File: src/gsts_pkg.sv
// Shared types, codes and helpers for the gradient stop table sampler.
`default_nettype none
package gsts_pkg;

	localparam logic [2:0] OP_CLEAR  = 3'd0;
	localparam logic [2:0] OP_ADD    = 3'd1;
	localparam logic [2:0] OP_SET    = 3'd2;
	localparam logic [2:0] OP_READ   = 3'd3;
	localparam logic [2:0] OP_SAMPLE = 3'd4;

	localparam logic [1:0] ST_OK      = 2'd0;
	localparam logic [1:0] ST_BAD_IDX = 2'd1;
	localparam logic [1:0] ST_FULL    = 2'd2;

	localparam logic [9:0] POS_MAX  = 10'd1000;
	localparam logic [3:0] DIV_LAST = 4'd10;
	localparam logic [1:0] CH_LAST  = 2'd3;

	typedef struct packed {
		logic [9:0] r;
		logic [9:0] g;
		logic [9:0] b;
		logic [9:0] a;
		logic [9:0] pos;
	} entry_t;

	typedef enum logic [2:0] {
		P_HOLD, P_ZERO, P_ONE, P_IDX, P_LAST, P_CNT, P_INC, P_DEC
	} ptr_op_t;

	typedef enum logic [1:0] {
		RD_PTR, RD_DN, RD_UP
	} rd_sel_t;

	typedef enum logic [1:0] {
		C_HOLD, C_CLR, C_INC
	} cnt_op_t;

	typedef struct packed {
		logic       latch;
		logic       res_clear;
		logic       res_status;
		logic [1:0] status_val;
		logic       res_found;
		logic       res_rd;
		logic       res_prev;
		logic       res_chan;
		ptr_op_t    ptr_op;
		rd_sel_t    rd_sel;
		logic       wr_rd;
		logic       wr_new;
		cnt_op_t    cnt_op;
		logic       save_prev;
		logic       mul;
		logic       div_init;
		logic       div_step;
		logic [1:0] ch;
	} cmd_t;

	typedef struct packed {
		logic [2:0] op;
		logic       cnt_zero;
		logic       cnt_one;
		logic       full;
		logic       idx_ok;
		logic       ptr_zero;
		logic       ptr_top;
		logic       gt_new;
		logic       lt_new;
		logic       match;
		logic       t_le;
		logic       t_ge;
		logic       dt_zero;
		logic       div_done;
	} sts_t;

	function automatic logic [9:0] chan_of(input entry_t e, input logic [1:0] ch);
		logic [9:0] v;
		case (ch)
			2'd0: v = e.r;
			2'd1: v = e.g;
			2'd2: v = e.b;
			default: v = e.a;
		endcase
		return v;
	endfunction

endpackage
`default_nettype wire

File: src/gsts_if.sv
// Valid/ready channel interfaces for stop operations and their results.
`default_nettype none
interface gsts_item_if;
	logic              valid;
	logic              ready;
	logic [2:0]        operation;
	logic [4:0]        stop_index;
	logic [9:0]        red_in;
	logic [9:0]        green_in;
	logic [9:0]        blue_in;
	logic [9:0]        alpha_in;
	logic signed [11:0] position_in;

	modport source (output valid, operation, stop_index, red_in, green_in, blue_in,
		alpha_in, position_in, input ready);
	modport sink (input valid, operation, stop_index, red_in, green_in, blue_in,
		alpha_in, position_in, output ready);
endinterface

interface gsts_result_if;
	logic       valid;
	logic       ready;
	logic [1:0] status;
	logic [4:0] found_index;
	logic [9:0] red_out;
	logic [9:0] green_out;
	logic [9:0] blue_out;
	logic [9:0] alpha_out;
	logic [5:0] stop_count;

	modport source (output valid, status, found_index, red_out, green_out, blue_out,
		alpha_out, stop_count, input ready);
	modport sink (input valid, status, found_index, red_out, green_out, blue_out,
		alpha_out, stop_count, output ready);
endinterface
`default_nettype wire

File: src/gradient_stop_table_sampler.sv
// Top level of the gradient stop table sampler.
//
//  channel | dir | payload
//  item    | in  | operation, stop_index, red/green/blue/alpha_in, position_in
//  result  | out | status, found_index, red/green/blue/alpha_out, stop_count
//
// One word is in flight at a time; a new word is taken in the cycle after its
// result is delivered. Add and set walk the table stop by stop (hole move),
// and add then scans from the first stop for the match; moves and scan
// together cover the table once. Sample scans the table stop by stop, then
// per channel runs a multiply and an 11-step divider. Reset empties the table.
`default_nettype none
module gradient_stop_table_sampler
	import gsts_pkg::*;
#(
	parameter int MAX_STOPS = 32
) (
	input wire logic     clk,
	input wire logic     arst_n,
	gsts_item_if.sink    item,
	gsts_result_if.source result
);

	cmd_t cmd;
	sts_t sts;

	gsts_ctrl u_ctrl (
		.clk(clk), .arst_n(arst_n),
		.in_valid(item.valid), .in_ready(item.ready),
		.out_valid(result.valid), .out_ready(result.ready),
		.sts(sts), .cmd(cmd)
	);

	gsts_dp #(.MAX_STOPS(MAX_STOPS)) u_dp (
		.clk(clk), .arst_n(arst_n), .cmd(cmd), .sts(sts),
		.operation(item.operation), .stop_index(item.stop_index),
		.red_in(item.red_in), .green_in(item.green_in),
		.blue_in(item.blue_in), .alpha_in(item.alpha_in),
		.position_in(item.position_in),
		.status(result.status), .found_index(result.found_index),
		.red_out(result.red_out), .green_out(result.green_out),
		.blue_out(result.blue_out), .alpha_out(result.alpha_out),
		.stop_count(result.stop_count)
	);

endmodule
`default_nettype wire

File: src/gsts_ctrl.sv
// Controller state machine sequencing table walks, search and interpolation.
`default_nettype none
module gsts_ctrl
	import gsts_pkg::*;
(
	input  wire logic clk,
	input  wire logic arst_n,
	input  wire logic in_valid,
	output logic      in_ready,
	output logic      out_valid,
	input  wire logic out_ready,
	input  wire sts_t sts,
	output cmd_t      cmd
);

	typedef enum logic [4:0] {
		S_IDLE, S_DISP, S_LCHK, S_LCMP, S_RCHK, S_RCMP, S_PUT, S_FRD, S_FCMP,
		S_RRD, S_RSTORE, S_S0RD, S_S0CMP, S_SLRD, S_SLCMP, S_SRD, S_SCMP,
		S_MUL, S_DINIT, S_DSTEP, S_WCH, S_OUT
	} state_t;

	state_t     state_q, nxt;
	logic [1:0] ch_q, ch_nxt;
	logic       rdy_q, vld_q;
	logic       is_add;

	assign in_ready  = rdy_q;
	assign out_valid = vld_q;
	assign is_add    = (sts.op == OP_ADD);

	always_comb begin
		nxt = state_q;
		ch_nxt = ch_q;
		cmd = '0;
		cmd.ptr_op = P_HOLD;
		cmd.rd_sel = RD_PTR;
		cmd.cnt_op = C_HOLD;
		cmd.ch = ch_q;
		case (state_q)
			S_IDLE: begin
				if (in_valid) begin
					cmd.latch = 1'b1;
					nxt = S_DISP;
				end
			end
			S_DISP: begin
				cmd.res_clear = 1'b1;
				nxt = S_OUT;
				case (sts.op)
					OP_CLEAR: cmd.cnt_op = C_CLR;
					OP_ADD: begin
						if (sts.full) begin
							cmd.res_status = 1'b1;
							cmd.status_val = ST_FULL;
						end else begin
							cmd.ptr_op = P_CNT;
							nxt = S_LCHK;
						end
					end
					OP_SET: begin
						if (!sts.idx_ok) begin
							cmd.res_status = 1'b1;
							cmd.status_val = ST_BAD_IDX;
						end else begin
							cmd.ptr_op = P_IDX;
							nxt = S_LCHK;
						end
					end
					OP_READ: begin
						if (sts.idx_ok) begin
							cmd.ptr_op = P_IDX;
							nxt = S_RRD;
						end
					end
					OP_SAMPLE: begin
						if (!sts.cnt_zero) begin
							cmd.ptr_op = P_ZERO;
							nxt = S_S0RD;
						end
					end
					default: nxt = S_OUT;
				endcase
			end
			// The pointer marks a hole; neighbors that are out of order move into it.
			S_LCHK: begin
				if (sts.ptr_zero) begin
					nxt = is_add ? S_PUT : S_RCHK;
				end else begin
					cmd.rd_sel = RD_DN;
					nxt = S_LCMP;
				end
			end
			S_LCMP: begin
				if (sts.gt_new) begin
					cmd.wr_rd = 1'b1;
					cmd.ptr_op = P_DEC;
					nxt = S_LCHK;
				end else begin
					nxt = is_add ? S_PUT : S_RCHK;
				end
			end
			S_RCHK: begin
				if (sts.ptr_top) begin
					nxt = S_PUT;
				end else begin
					cmd.rd_sel = RD_UP;
					nxt = S_RCMP;
				end
			end
			S_RCMP: begin
				if (sts.lt_new) begin
					cmd.wr_rd = 1'b1;
					cmd.ptr_op = P_INC;
					nxt = S_RCHK;
				end else begin
					nxt = S_PUT;
				end
			end
			S_PUT: begin
				cmd.wr_new = 1'b1;
				if (is_add) begin
					cmd.cnt_op = C_INC;
					cmd.ptr_op = P_ZERO;
					nxt = S_FRD;
				end else begin
					nxt = S_OUT;
				end
			end
			S_FRD: nxt = S_FCMP;
			S_FCMP: begin
				if (sts.match) begin
					cmd.res_found = 1'b1;
					nxt = S_OUT;
				end else begin
					cmd.ptr_op = P_INC;
					nxt = S_FRD;
				end
			end
			S_RRD: nxt = S_RSTORE;
			S_RSTORE: begin
				cmd.res_rd = 1'b1;
				nxt = S_OUT;
			end
			S_S0RD: nxt = S_S0CMP;
			S_S0CMP: begin
				cmd.save_prev = 1'b1;
				if (sts.cnt_one || sts.t_le) begin
					cmd.res_rd = 1'b1;
					nxt = S_OUT;
				end else begin
					cmd.ptr_op = P_LAST;
					nxt = S_SLRD;
				end
			end
			S_SLRD: nxt = S_SLCMP;
			S_SLCMP: begin
				if (sts.t_ge) begin
					cmd.res_rd = 1'b1;
					nxt = S_OUT;
				end else begin
					cmd.ptr_op = P_ONE;
					nxt = S_SRD;
				end
			end
			S_SRD: nxt = S_SCMP;
			S_SCMP: begin
				if (sts.t_le) begin
					if (sts.dt_zero) begin
						cmd.res_prev = 1'b1;
						nxt = S_OUT;
					end else begin
						ch_nxt = 2'd0;
						nxt = S_MUL;
					end
				end else begin
					cmd.save_prev = 1'b1;
					cmd.ptr_op = P_INC;
					nxt = S_SRD;
				end
			end
			S_MUL: begin
				cmd.mul = 1'b1;
				nxt = S_DINIT;
			end
			S_DINIT: begin
				cmd.div_init = 1'b1;
				nxt = S_DSTEP;
			end
			S_DSTEP: begin
				cmd.div_step = 1'b1;
				if (sts.div_done) nxt = S_WCH;
			end
			S_WCH: begin
				cmd.res_chan = 1'b1;
				if (ch_q == CH_LAST) begin
					nxt = S_OUT;
				end else begin
					ch_nxt = ch_q + 2'd1;
					nxt = S_MUL;
				end
			end
			S_OUT: begin
				if (out_ready) nxt = S_IDLE;
			end
			default: nxt = S_IDLE;
		endcase
	end

	always_ff @(posedge clk or negedge arst_n) begin
		if (!arst_n) begin
			state_q <= S_IDLE;
			ch_q <= 2'd0;
			rdy_q <= 1'b1;
			vld_q <= 1'b0;
		end else begin
			state_q <= nxt;
			ch_q <= ch_nxt;
			rdy_q <= (nxt == S_IDLE);
			vld_q <= (nxt == S_OUT);
		end
	end

endmodule
`default_nettype wire

File: src/gsts_dp.sv
// Datapath: stop memory, count, pointer, compares, multiplier and divider.
`default_nettype none
module gsts_dp
	import gsts_pkg::*;
#(
	parameter int MAX_STOPS = 32
) (
	input  wire logic               clk,
	input  wire logic               arst_n,
	input  wire cmd_t               cmd,
	output sts_t                    sts,
	input  wire logic [2:0]         operation,
	input  wire logic [4:0]         stop_index,
	input  wire logic [9:0]         red_in,
	input  wire logic [9:0]         green_in,
	input  wire logic [9:0]         blue_in,
	input  wire logic [9:0]         alpha_in,
	input  wire logic signed [11:0] position_in,
	output logic [1:0]              status,
	output logic [4:0]              found_index,
	output logic [9:0]              red_out,
	output logic [9:0]              green_out,
	output logic [9:0]              blue_out,
	output logic [9:0]              alpha_out,
	output logic [5:0]              stop_count
);

	localparam int IW = (MAX_STOPS > 1) ? $clog2(MAX_STOPS) : 1;
	localparam int CW = $clog2(MAX_STOPS + 1);
	localparam int XW = 16;

	entry_t            stops_q [MAX_STOPS];
	entry_t            rd_q, prev_q, new_q;
	logic [2:0]        op_q;
	logic [4:0]        idx_q;
	logic signed [11:0] t_q;
	logic [CW-1:0]     cnt_q, cnt_m1;
	logic [IW-1:0]     ptr_q, rd_addr;
	logic [19:0]       p0_q, p1_q;
	logic [11:0]       rem_q, trial;
	logic [10:0]       numer_q, dvsr;
	logic [3:0]        dcnt_q;
	logic [1:0]        res_status_q;
	logic [4:0]        res_found_q;
	logic [3:0][9:0]   res_chan_q;
	logic [9:0]        pos_cl, dt, off, c_l, c_h;
	logic [11:0]       off_w;
	logic signed [11:0] rd_pos_s;
	logic [20:0]       sum_p;
	logic [21:0]       nfull;
	logic              ge;
	logic [XW-1:0]     idx_x, cnt_x, ptr_x;

	assign cnt_m1   = cnt_q - CW'(1);
	assign idx_x    = XW'(idx_q);
	assign cnt_x    = XW'(cnt_q);
	assign ptr_x    = XW'(ptr_q);
	assign rd_pos_s = $signed({2'b00, rd_q.pos});

	always_comb begin
		if (position_in < 12'sd0) pos_cl = 10'd0;
		else if (position_in > $signed({2'b00, POS_MAX})) pos_cl = POS_MAX;
		else pos_cl = position_in[9:0];
	end

	always_comb begin
		case (cmd.rd_sel)
			RD_DN: rd_addr = ptr_q - IW'(1);
			RD_UP: rd_addr = ptr_q + IW'(1);
			default: rd_addr = ptr_q;
		endcase
	end

	// Segment arithmetic: left stop in prev_q, right stop in rd_q.
	assign dt    = rd_q.pos - prev_q.pos;
	assign off_w = t_q - $signed({2'b00, prev_q.pos});
	assign off   = off_w[9:0];
	assign c_l   = chan_of(prev_q, cmd.ch);
	assign c_h   = chan_of(rd_q, cmd.ch);
	assign sum_p = {1'b0, p0_q} + {1'b0, p1_q};
	assign nfull = {sum_p, 1'b0} + {12'b0, dt};
	assign dvsr  = {dt, 1'b0};
	assign trial = {rem_q[10:0], numer_q[10]};
	assign ge    = (trial >= {1'b0, dvsr});

	assign sts.op       = op_q;
	assign sts.cnt_zero = (cnt_q == '0);
	assign sts.cnt_one  = (cnt_q == CW'(1));
	assign sts.full     = (cnt_q == CW'(MAX_STOPS));
	assign sts.idx_ok   = (idx_x < cnt_x);
	assign sts.ptr_zero = (ptr_q == '0);
	assign sts.ptr_top  = (CW'(ptr_q) == cnt_m1);
	assign sts.gt_new   = (rd_q.pos > new_q.pos);
	assign sts.lt_new   = (rd_q.pos < new_q.pos);
	assign sts.match    = (rd_q.pos == new_q.pos) && (rd_q.r == new_q.r);
	assign sts.t_le     = (t_q <= rd_pos_s);
	assign sts.t_ge     = (t_q >= rd_pos_s);
	assign sts.dt_zero  = (dt == '0);
	assign sts.div_done = (dcnt_q == DIV_LAST);

	always_ff @(posedge clk) begin
		rd_q <= stops_q[rd_addr];
		if (cmd.wr_new) stops_q[ptr_q] <= new_q;
		else if (cmd.wr_rd) stops_q[ptr_q] <= rd_q;
	end

	always_ff @(posedge clk) begin
		if (cmd.latch) begin
			op_q <= operation;
			idx_q <= stop_index;
			t_q <= position_in;
			new_q <= '{r: red_in, g: green_in, b: blue_in, a: alpha_in, pos: pos_cl};
		end
		if (cmd.save_prev) prev_q <= rd_q;
		if (cmd.mul) begin
			p0_q <= c_l * (dt - off);
			p1_q <= c_h * off;
		end
		// The quotient is below 2048, so the top numerator bits seed the remainder.
		if (cmd.div_init) begin
			rem_q <= {1'b0, nfull[21:11]};
			numer_q <= nfull[10:0];
			dcnt_q <= 4'd0;
		end else if (cmd.div_step) begin
			rem_q <= ge ? (trial - {1'b0, dvsr}) : trial;
			numer_q <= {numer_q[9:0], ge};
			dcnt_q <= dcnt_q + 4'd1;
		end
		if (cmd.res_clear) begin
			res_status_q <= cmd.res_status ? cmd.status_val : ST_OK;
			res_found_q <= 5'd0;
			res_chan_q <= '0;
		end else if (cmd.res_status) begin
			res_status_q <= cmd.status_val;
		end
		if (cmd.res_found) res_found_q <= ptr_x[4:0];
		if (cmd.res_rd) res_chan_q <= {rd_q.a, rd_q.b, rd_q.g, rd_q.r};
		if (cmd.res_prev) res_chan_q <= {prev_q.a, prev_q.b, prev_q.g, prev_q.r};
		if (cmd.res_chan) res_chan_q[cmd.ch] <= numer_q[9:0];
	end

	always_ff @(posedge clk or negedge arst_n) begin
		if (!arst_n) begin
			cnt_q <= '0;
			ptr_q <= '0;
		end else begin
			case (cmd.cnt_op)
				C_CLR: cnt_q <= '0;
				C_INC: cnt_q <= cnt_q + CW'(1);
				default: cnt_q <= cnt_q;
			endcase
			case (cmd.ptr_op)
				P_ZERO: ptr_q <= '0;
				P_ONE: ptr_q <= IW'(1);
				P_IDX: ptr_q <= idx_x[IW-1:0];
				P_LAST: ptr_q <= cnt_m1[IW-1:0];
				P_CNT: ptr_q <= cnt_q[IW-1:0];
				P_INC: ptr_q <= ptr_q + IW'(1);
				P_DEC: ptr_q <= ptr_q - IW'(1);
				default: ptr_q <= ptr_q;
			endcase
		end
	end

	assign status      = res_status_q;
	assign found_index = res_found_q;
	assign red_out     = res_chan_q[0];
	assign green_out   = res_chan_q[1];
	assign blue_out    = res_chan_q[2];
	assign alpha_out   = res_chan_q[3];
	assign stop_count  = cnt_x[5:0];

endmodule
`default_nettype wire

File: src/flat_wrapper.sv
// flat-port wrapper written by rule: the top's interface ports become plain ports
module gradient_stop_table_sampler_flat import gsts_pkg::*;
#(
	parameter int MAX_STOPS = 32
)
  (clk, arst_n, item_valid, item_operation, item_stop_index, item_red_in, item_green_in, item_blue_in, item_alpha_in, item_position_in, item_ready, result_valid, result_status, result_found_index, result_red_out, result_green_out, result_blue_out, result_alpha_out, result_stop_count, result_ready);
  gsts_item_if item_i ();
  gsts_result_if result_i ();
  input wire logic clk;
  input wire logic arst_n;
  input wire logic [$bits(item_i.valid)-1:0] item_valid;
  input wire logic [$bits(item_i.operation)-1:0] item_operation;
  input wire logic [$bits(item_i.stop_index)-1:0] item_stop_index;
  input wire logic [$bits(item_i.red_in)-1:0] item_red_in;
  input wire logic [$bits(item_i.green_in)-1:0] item_green_in;
  input wire logic [$bits(item_i.blue_in)-1:0] item_blue_in;
  input wire logic [$bits(item_i.alpha_in)-1:0] item_alpha_in;
  input wire logic [$bits(item_i.position_in)-1:0] item_position_in;
  output wire logic [$bits(item_i.ready)-1:0] item_ready;
  output wire logic [$bits(result_i.valid)-1:0] result_valid;
  output wire logic [$bits(result_i.status)-1:0] result_status;
  output wire logic [$bits(result_i.found_index)-1:0] result_found_index;
  output wire logic [$bits(result_i.red_out)-1:0] result_red_out;
  output wire logic [$bits(result_i.green_out)-1:0] result_green_out;
  output wire logic [$bits(result_i.blue_out)-1:0] result_blue_out;
  output wire logic [$bits(result_i.alpha_out)-1:0] result_alpha_out;
  output wire logic [$bits(result_i.stop_count)-1:0] result_stop_count;
  input wire logic [$bits(result_i.ready)-1:0] result_ready;
  assign item_i.valid = item_valid;
  assign item_i.operation = item_operation;
  assign item_i.stop_index = item_stop_index;
  assign item_i.red_in = item_red_in;
  assign item_i.green_in = item_green_in;
  assign item_i.blue_in = item_blue_in;
  assign item_i.alpha_in = item_alpha_in;
  assign item_i.position_in = item_position_in;
  assign item_ready = item_i.ready;
  assign result_valid = result_i.valid;
  assign result_status = result_i.status;
  assign result_found_index = result_i.found_index;
  assign result_red_out = result_i.red_out;
  assign result_green_out = result_i.green_out;
  assign result_blue_out = result_i.blue_out;
  assign result_alpha_out = result_i.alpha_out;
  assign result_stop_count = result_i.stop_count;
  assign result_i.ready = result_ready;
  gradient_stop_table_sampler #(.MAX_STOPS(MAX_STOPS)) u_core (.clk(clk), .arst_n(arst_n), .item(item_i), .result(result_i));
endmodule
File: config.mk
export PLATFORM = sky130hd
export DESIGN_NAME = gradient_stop_table_sampler_flat
export DESIGN_NICKNAME = d
export VERILOG_FILES = /design/src/gsts_pkg.sv /design/src/gsts_if.sv /design/src/gradient_stop_table_sampler.sv /design/src/gsts_ctrl.sv /design/src/gsts_dp.sv /design/src/flat_wrapper.sv
export SDC_FILE = /design/constraint.sdc
export NUM_CORES = 2
export LEC_CHECK = 0
export BUFFER_PORTS_ARGS = -buffer_cell sky130_fd_sc_hd__buf_4
export CORE_UTILIZATION = 55
export CTS_CLUSTER_DIAMETER = 50
export DETAILED_ROUTE_END_ITERATION = 10
export PLACE_DENSITY = 0.74
export SYNTH_ARGS = -nofsm -noshare
export SYNTH_HDL_FRONTEND = slang
export SYNTH_HIERARCHICAL = 1
export SYNTH_SLANG_ARGS = --single-unit
export TNS_END_PERCENT = 10
File: constraint.sdc
create_clock -name clk -period 8.1 [get_ports clk]
set_input_delay 1.62 -clock clk [delete_from_list [all_inputs] [get_ports clk]]
set_output_delay 1.62 -clock clk [all_outputs]
set_load 0.02 [all_outputs]
After elaboration in Yosys (flattened, before gate mapping) --
Memory sizes are Yosys's and may differ from the RTL's. A register that Yosys moved wholly into a read port is not among the register bits. Index checks and enable logic that the tools add are counted.
Operators by class: add/sub/neg operators 12, multiply operators 2, $lt $le $gt $ge 10, equal/unequal tests 49, mux-type cells 96, bitwise gates (word level) 1, reduce and logical (&&, ||, !) cells 19
Operators by type and width (count):
- two-way mux 40 bit | 4
- case mux 5 bit (22 select lines) | 1
- two-way mux 5 bit | 14
- case mux 10 bit (3 select lines) | 2
- two-way mux 11 bit | 5
- two-way mux 50 bit | 1
- bitwise mux 40 bit | 1
- == test 5 x 4 -> 1 bit, second input constant | 8
- two-way mux 3 bit | 12
- == test 5 bit, second input constant | 7
- case mux 5 bit (7 select lines) | 1
- two-way mux 1 bit | 26
- two-way mux 2 bit | 13
- greater-or-equal comparator 12 x 11 -> 1 bit | 2
- case mux 3 bit (8 select lines) | 1
- adder 22 x 10 -> 22 bit | 1
- adder 20 x 20 -> 21 bit | 1
- demux 10 bit (select 2 bit) | 1
- == test 10 bit | 2
- == test 5 x 3 -> 1 bit, second input constant | 4
- multiplier 10 x 10 -> 20 bit | 1
- multiplier 11 x 11 -> 20 bit | 1
- two-way mux 10 bit | 2
- case mux 5 bit (4 select lines) | 1
- other kinds (49) | 77
Word-level totals: bits in registers 253, RAM bits 1600, input port bits 64, output and inout bits 55, word-level logic and storage cells 221, memories 1
Memory list:
- u_core.u_dp.stops_q | words 32, bits a word 50, read ports 1, clocked after memory_dff 1, wr ports 1, RTL line gsts_dp.sv:32 | entry_t stops_q [MAX_STOPS];

Logic depth before layout (Yosys ltp) --
depth in word-level cells 9, gate-level depth with buffers 36, depth with buffers taken out 36

Modules after synthesis --
Netlist, hierarchy kept.
Modules (own cells, without submodules):
- gsts_dp | instances 1, cells an instance 5220, area each 83883.0 um^2, seq. area each 55878.6 um^2
- gsts_ctrl | instances 1, cells an instance 175, area each 1281.2 um^2, seq. area each 226.5 um^2

Worst setup path after synthesis --
No wires, ideal clock.
path kind register to register, start register u_core/u_dp/prev_q[0] in the netlist's numbering, end register u_core.u_dp.p0_q[19], data pin, library setup time 0.268 ns, data arrival time 7.972 ns, data required time 7.832 ns, setup slack -0.140 ns, cell stages (with the launch flop) 34, buffers on the path 0, period minus slack after synthesis 8.240 ns, cells stage by stage edfxtp_1 -> ha_1 -> fa_1 -> nor2b_1 -> o21ai_0 -> nand2b_1 -> a21o_1 -> a21o_1 -> a21o_1 -> a21oi_1 -> xnor2_1 -> inv_1 -> ha_1 -> inv_1 -> o31ai_2 -> xor2_1 -> nand2b_1 -> fa_1 -> fa_1 -> inv_1 -> fa_1 -> fa_1 -> inv_1 -> fa_1 -> inv_1 -> ha_1 -> nand3_1 -> nor3_1 -> a2111oi_0 -> o21bai_1 -> a21oi_1 -> o21ai_0 -> a31oi_1 -> xnor3_1
Between the ends: cells in the longest elaborated chain, start to end 3, elaborated cells on any way between the ends 4, those cells by class add/sub: 3; mul: 1
RTL lines:
- start: declaration | RTL line gsts_dp.sv:33 | entry_t rd_q, prev_q, new_q;
- start signal: assignment | RTL line gsts_dp.sv:114 | if (cmd.save_prev) prev_q <= rd_q;
- subtractor 10 bit, on equally long branches | RTL line gsts_dp.sv:75, gsts_dp.sv:76
- subtractor 10 x 10 -> 11 bit * | RTL line gsts_dp.sv:116 | p0_q <= c_l * (dt - off);
- multiplier 11 x 11 -> 20 bit * | RTL line gsts_dp.sv:116
- end signal: assignment | RTL line gsts_dp.sv:116
- end: declaration | RTL line gsts_dp.sv:39 | logic [19:0] p0_q, p1_q;
Mark *: on every way between the ends. The rest lies on a longest branch, timed or not. A chain may end at the register's enable or synchronous reset.

Final worst setup path --
Same ends and word-level chain as after synthesis.

==> run metrics <==
Root Driver clkbuf_16; Crit path top cell by count fa_1; global placer's final weighted congestion 0.893; WL final 229000 µm; fin cells 7883; Residual DRC 0; ys async rst share 0.0105; worst reg2reg path depth 29; Final setup viols 0; Clk Latency, worst-skew pair 0.87 ns; global route total overflow 0; adder-cell share of the synthesized area 0.0644; WP data required 8.63 ns; final setup TNS 0 ns; Final Hold Viols 0; clk sinks 1903; total track usage 0.294; DRT iter0 DRCs 6033; CP max stage delay 0.54 ns; first drt pass iteration count 6; vias in the first global route 49224; RSZ-0062 raised after global routing false; Clock transition at path regs 0.06 ns; Reg-to-Reg End u_core/u_dp/p0_q[19]; Hold EP u_core/u_dp/prev_q[0]; Max Root-Sink Buffers 3; max-slew violations 0; slowest stage cell on the critical path fa_1; die height 396 µm; vias after detailed routing 50109; CTS tree yes; dpl cells 7512; post-DR vias/cell 6.36; min-delay src u_core/u_dp/rd_pos_s[0]; cell count after synthesis 5395; status complete, no violations; Critical Path Source Type flop; core area 154000 µm²; max cap viols 0; Post-CTS Hold Buffers 0; DP Worst Slack -0.120 ns; post-DP HPWL 136000 µm; syn_nets 5810; Seq/Total Area, Yosys 0.659; share of cells above drive strength 1 0.211; Fmax 130 MHz; Yosys warning count 6; die width 396 µm; hold crit path type flop to flop; EDFF count, synth 1789; period utilization 0.947; WP data arrival 8.21 ns; Reg-to-Reg Start u_core/u_dp/prev_q[0]; first-pass GRT wire length 332000 µm; initial antenna violation count 8; Compound-Gate Fraction of Synth Area 0.0460; final worst path period need 7.67 ns; Worst Tran Pin Value 1.32 ns; Yosys reg bits 1903; Final Util 0.626; IO Pins 119; R2R setup slack 0.43 ns; Netlist cell types 110; Buffers on Ports 118; family with the most delay on the worst path adder cells; Layout Skew 0.0811 ns; critical path class flop to flop; initial core utilization 0.553; largest net degree at the start of global routing 113; Routed Antenna Nets 0; crit path max fanout 8; Mean Syn Cell Area 15.8 µm²; post-synthesis mux area share 0.120; area growth from synthesis to layout 13.1%; nets 6082; Cell Area, Synth 85200 µm²; Most used DFF post-synth edfxtp_1; die footprint 156000 µm²; Crit. Startpoint u_core/u_dp/prev_q[0]; crit path buf inv count 4; Max-slew headroom 0.121; row count 144; Avg WL per Cell 29.0 µm; Min-Delay Path Depth 0; Worst Setup Slack, final 0.425 ns; XOR/XNOR share of the synthesized area 0.0154; Setup crit end kind flop; simple-gate share of the synthesized area 0.0705; TritonCTS buffer count 190; main combinational cell family by area after synthesis multiplexers; H-tree level count 4
[per-layer routing]
| layer | vias to the layer above | track usage | wire [µm] |
|---|---|---|---|
| met1 | 25660 | 0.407 | 87200 |
| met2 | 2972 | 0.458 | 107000 |
| li1 | 21004 | - | - |
| met3 | 469 | 0.0682 | 26000 |
| met5 | - | 0 | 27 |
| met4 | 4 | 0.107 | 8780 |
[registers in the layout, indices dropped and copies added, names as in the netlist, 11 cells and up]
name and cells:
u_core/u_dp/stops_q 1600, u_core/u_dp/new_q 50, u_core/u_dp/prev_q 50, u_core/u_dp/rd_q 40, u_core/u_dp/p0_q 20, u_core/u_dp/p1_q 20
u_core/u_dp/t_q 12, u_core/u_dp/numer_q 11, u_core/u_dp/rem_q 11
[timing repair]
item | 4_1_cts | 5_1_grt
resized for setup | 7 | 35
pin swaps | 1 | 16
buffers inserted | 1 | 6
setup endpoints to repair | 1 | 5
[placed cells by master, fill, tap and decap left out, types with 18 or more instances in the layout]
cell       count
clkinv_2      25
nand2_1      425
buf_4        311
o211ai_1      55
fa_1         138
mux2i_1       20
ha_1         206
nor2_4        34
dfxtp_1       93
dfrtp_1       18
nand3_1      132
and2_1        43
clkbuf_1      58
inv_1        288
clkinv_1      21
nor2_1       483
a21o_1        31
o21ai_0      191
nor2b_1       37
edfxtp_1    1789
o21ai_1       20
clkbuf_8      19
mux4_2       415
xnor2_1       85
clkbuf_16    192
nor3_1        36
xor2_1        38
a22oi_1       42
buf_12        18
nand2b_1      39
a21oi_1      107
mux2_2        61
[cell type report]
class | count | area [µm²]
flip-flops and latches | 1903 | 56100
well taps | 2044 | 2560
fillers | 10709 | 57500
diodes | 5 | 12.5
clock inverters | 90 | 1050
inverters | 295 | 1110
repair buffers | 329 | 2700
clock buffers | 269 | 5280
multi-input cells | 2948 | 27500
[worst reg2reg max path: cells and delay by family, from the launching register on]
kind                     cells  cell delay (ns)
adder cells (fa/ha/maj)      8             3.30
buffers and inverters        4             0.60
XOR/XNOR                     4             0.86
AND/OR/NAND/NOR              3             0.44
flip-flops                   1             0.41
AO/OA/AOI/OAI               10             1.74
[metrics by stage]
stage / hold WS (ns) / cell area [µm²]
after floorplan: 0.434 / 85200
after global placement: 0.440 / 89800
after detailed placement: 0.456 / 89800
after CTS: 0.471 / 96100
after global routing: 0.460 / 96300
final: 0.448 / 96400
[how the worst max path moves through the flow]
stage                                 to  slack (ns)  cells after the start
floorplan           u_core/u_dp/p0_q[19]       0.003                     32
global placement    u_core/u_dp/p0_q[19]       -0.02                     33
detailed placement  u_core/u_dp/p0_q[19]       -0.12                     30
CTS                 u_core/u_dp/p0_q[19]        0.02                     33
global route        u_core/u_dp/p0_q[19]        0.04                     32
finish              u_core/u_dp/p0_q[19]        0.43                     29
[synthesized netlist by cell type (14+ instances only)]
cell	n	area, µm²
a21o_1	31	233
a21oi_1	114	571
a22oi_1	43	323
and2_1	43	269
and3_1	20	125
buf_1	61	229
buf_2	19	95.1
clkbuf_1	158	593
dfrtp_1	19	475
dfxtp_1	94	1880
edfxtp_1	1789	53700
fa_1	140	2800
ha_1	211	2640
inv_1	291	1090
mux2_2	61	687
mux2i_1	20	200
mux4_2	415	9350
nand2_1	426	1600
nand2b_1	40	250
nand3_1	132	661
nand4_1	14	87.6
nor2_1	518	1940
nor2b_1	38	238
nor3_1	36	180
o211ai_1	55	413
o21a_1	16	120
o21ai_0	205	1030
o21ai_1	16	80.1
xnor2_1	91	797
xor2_1	40	350
[cell families (layout without fill, tap and decap cells)]
logic type	after synthesis	count (layout)
adder cells (fa/ha/maj)	355	355
XOR/XNOR	138	138
other	0	5
AO/OA/AOI/OAI	610	610
flip-flops	1903	1903
AND/OR/NAND/NOR	1349	1349
multiplexers	496	496
buffers and inverters	544	983
Power is not shown: default switching activity piles up to over one toggle a cycle in this logic, so the estimate is an artifact.
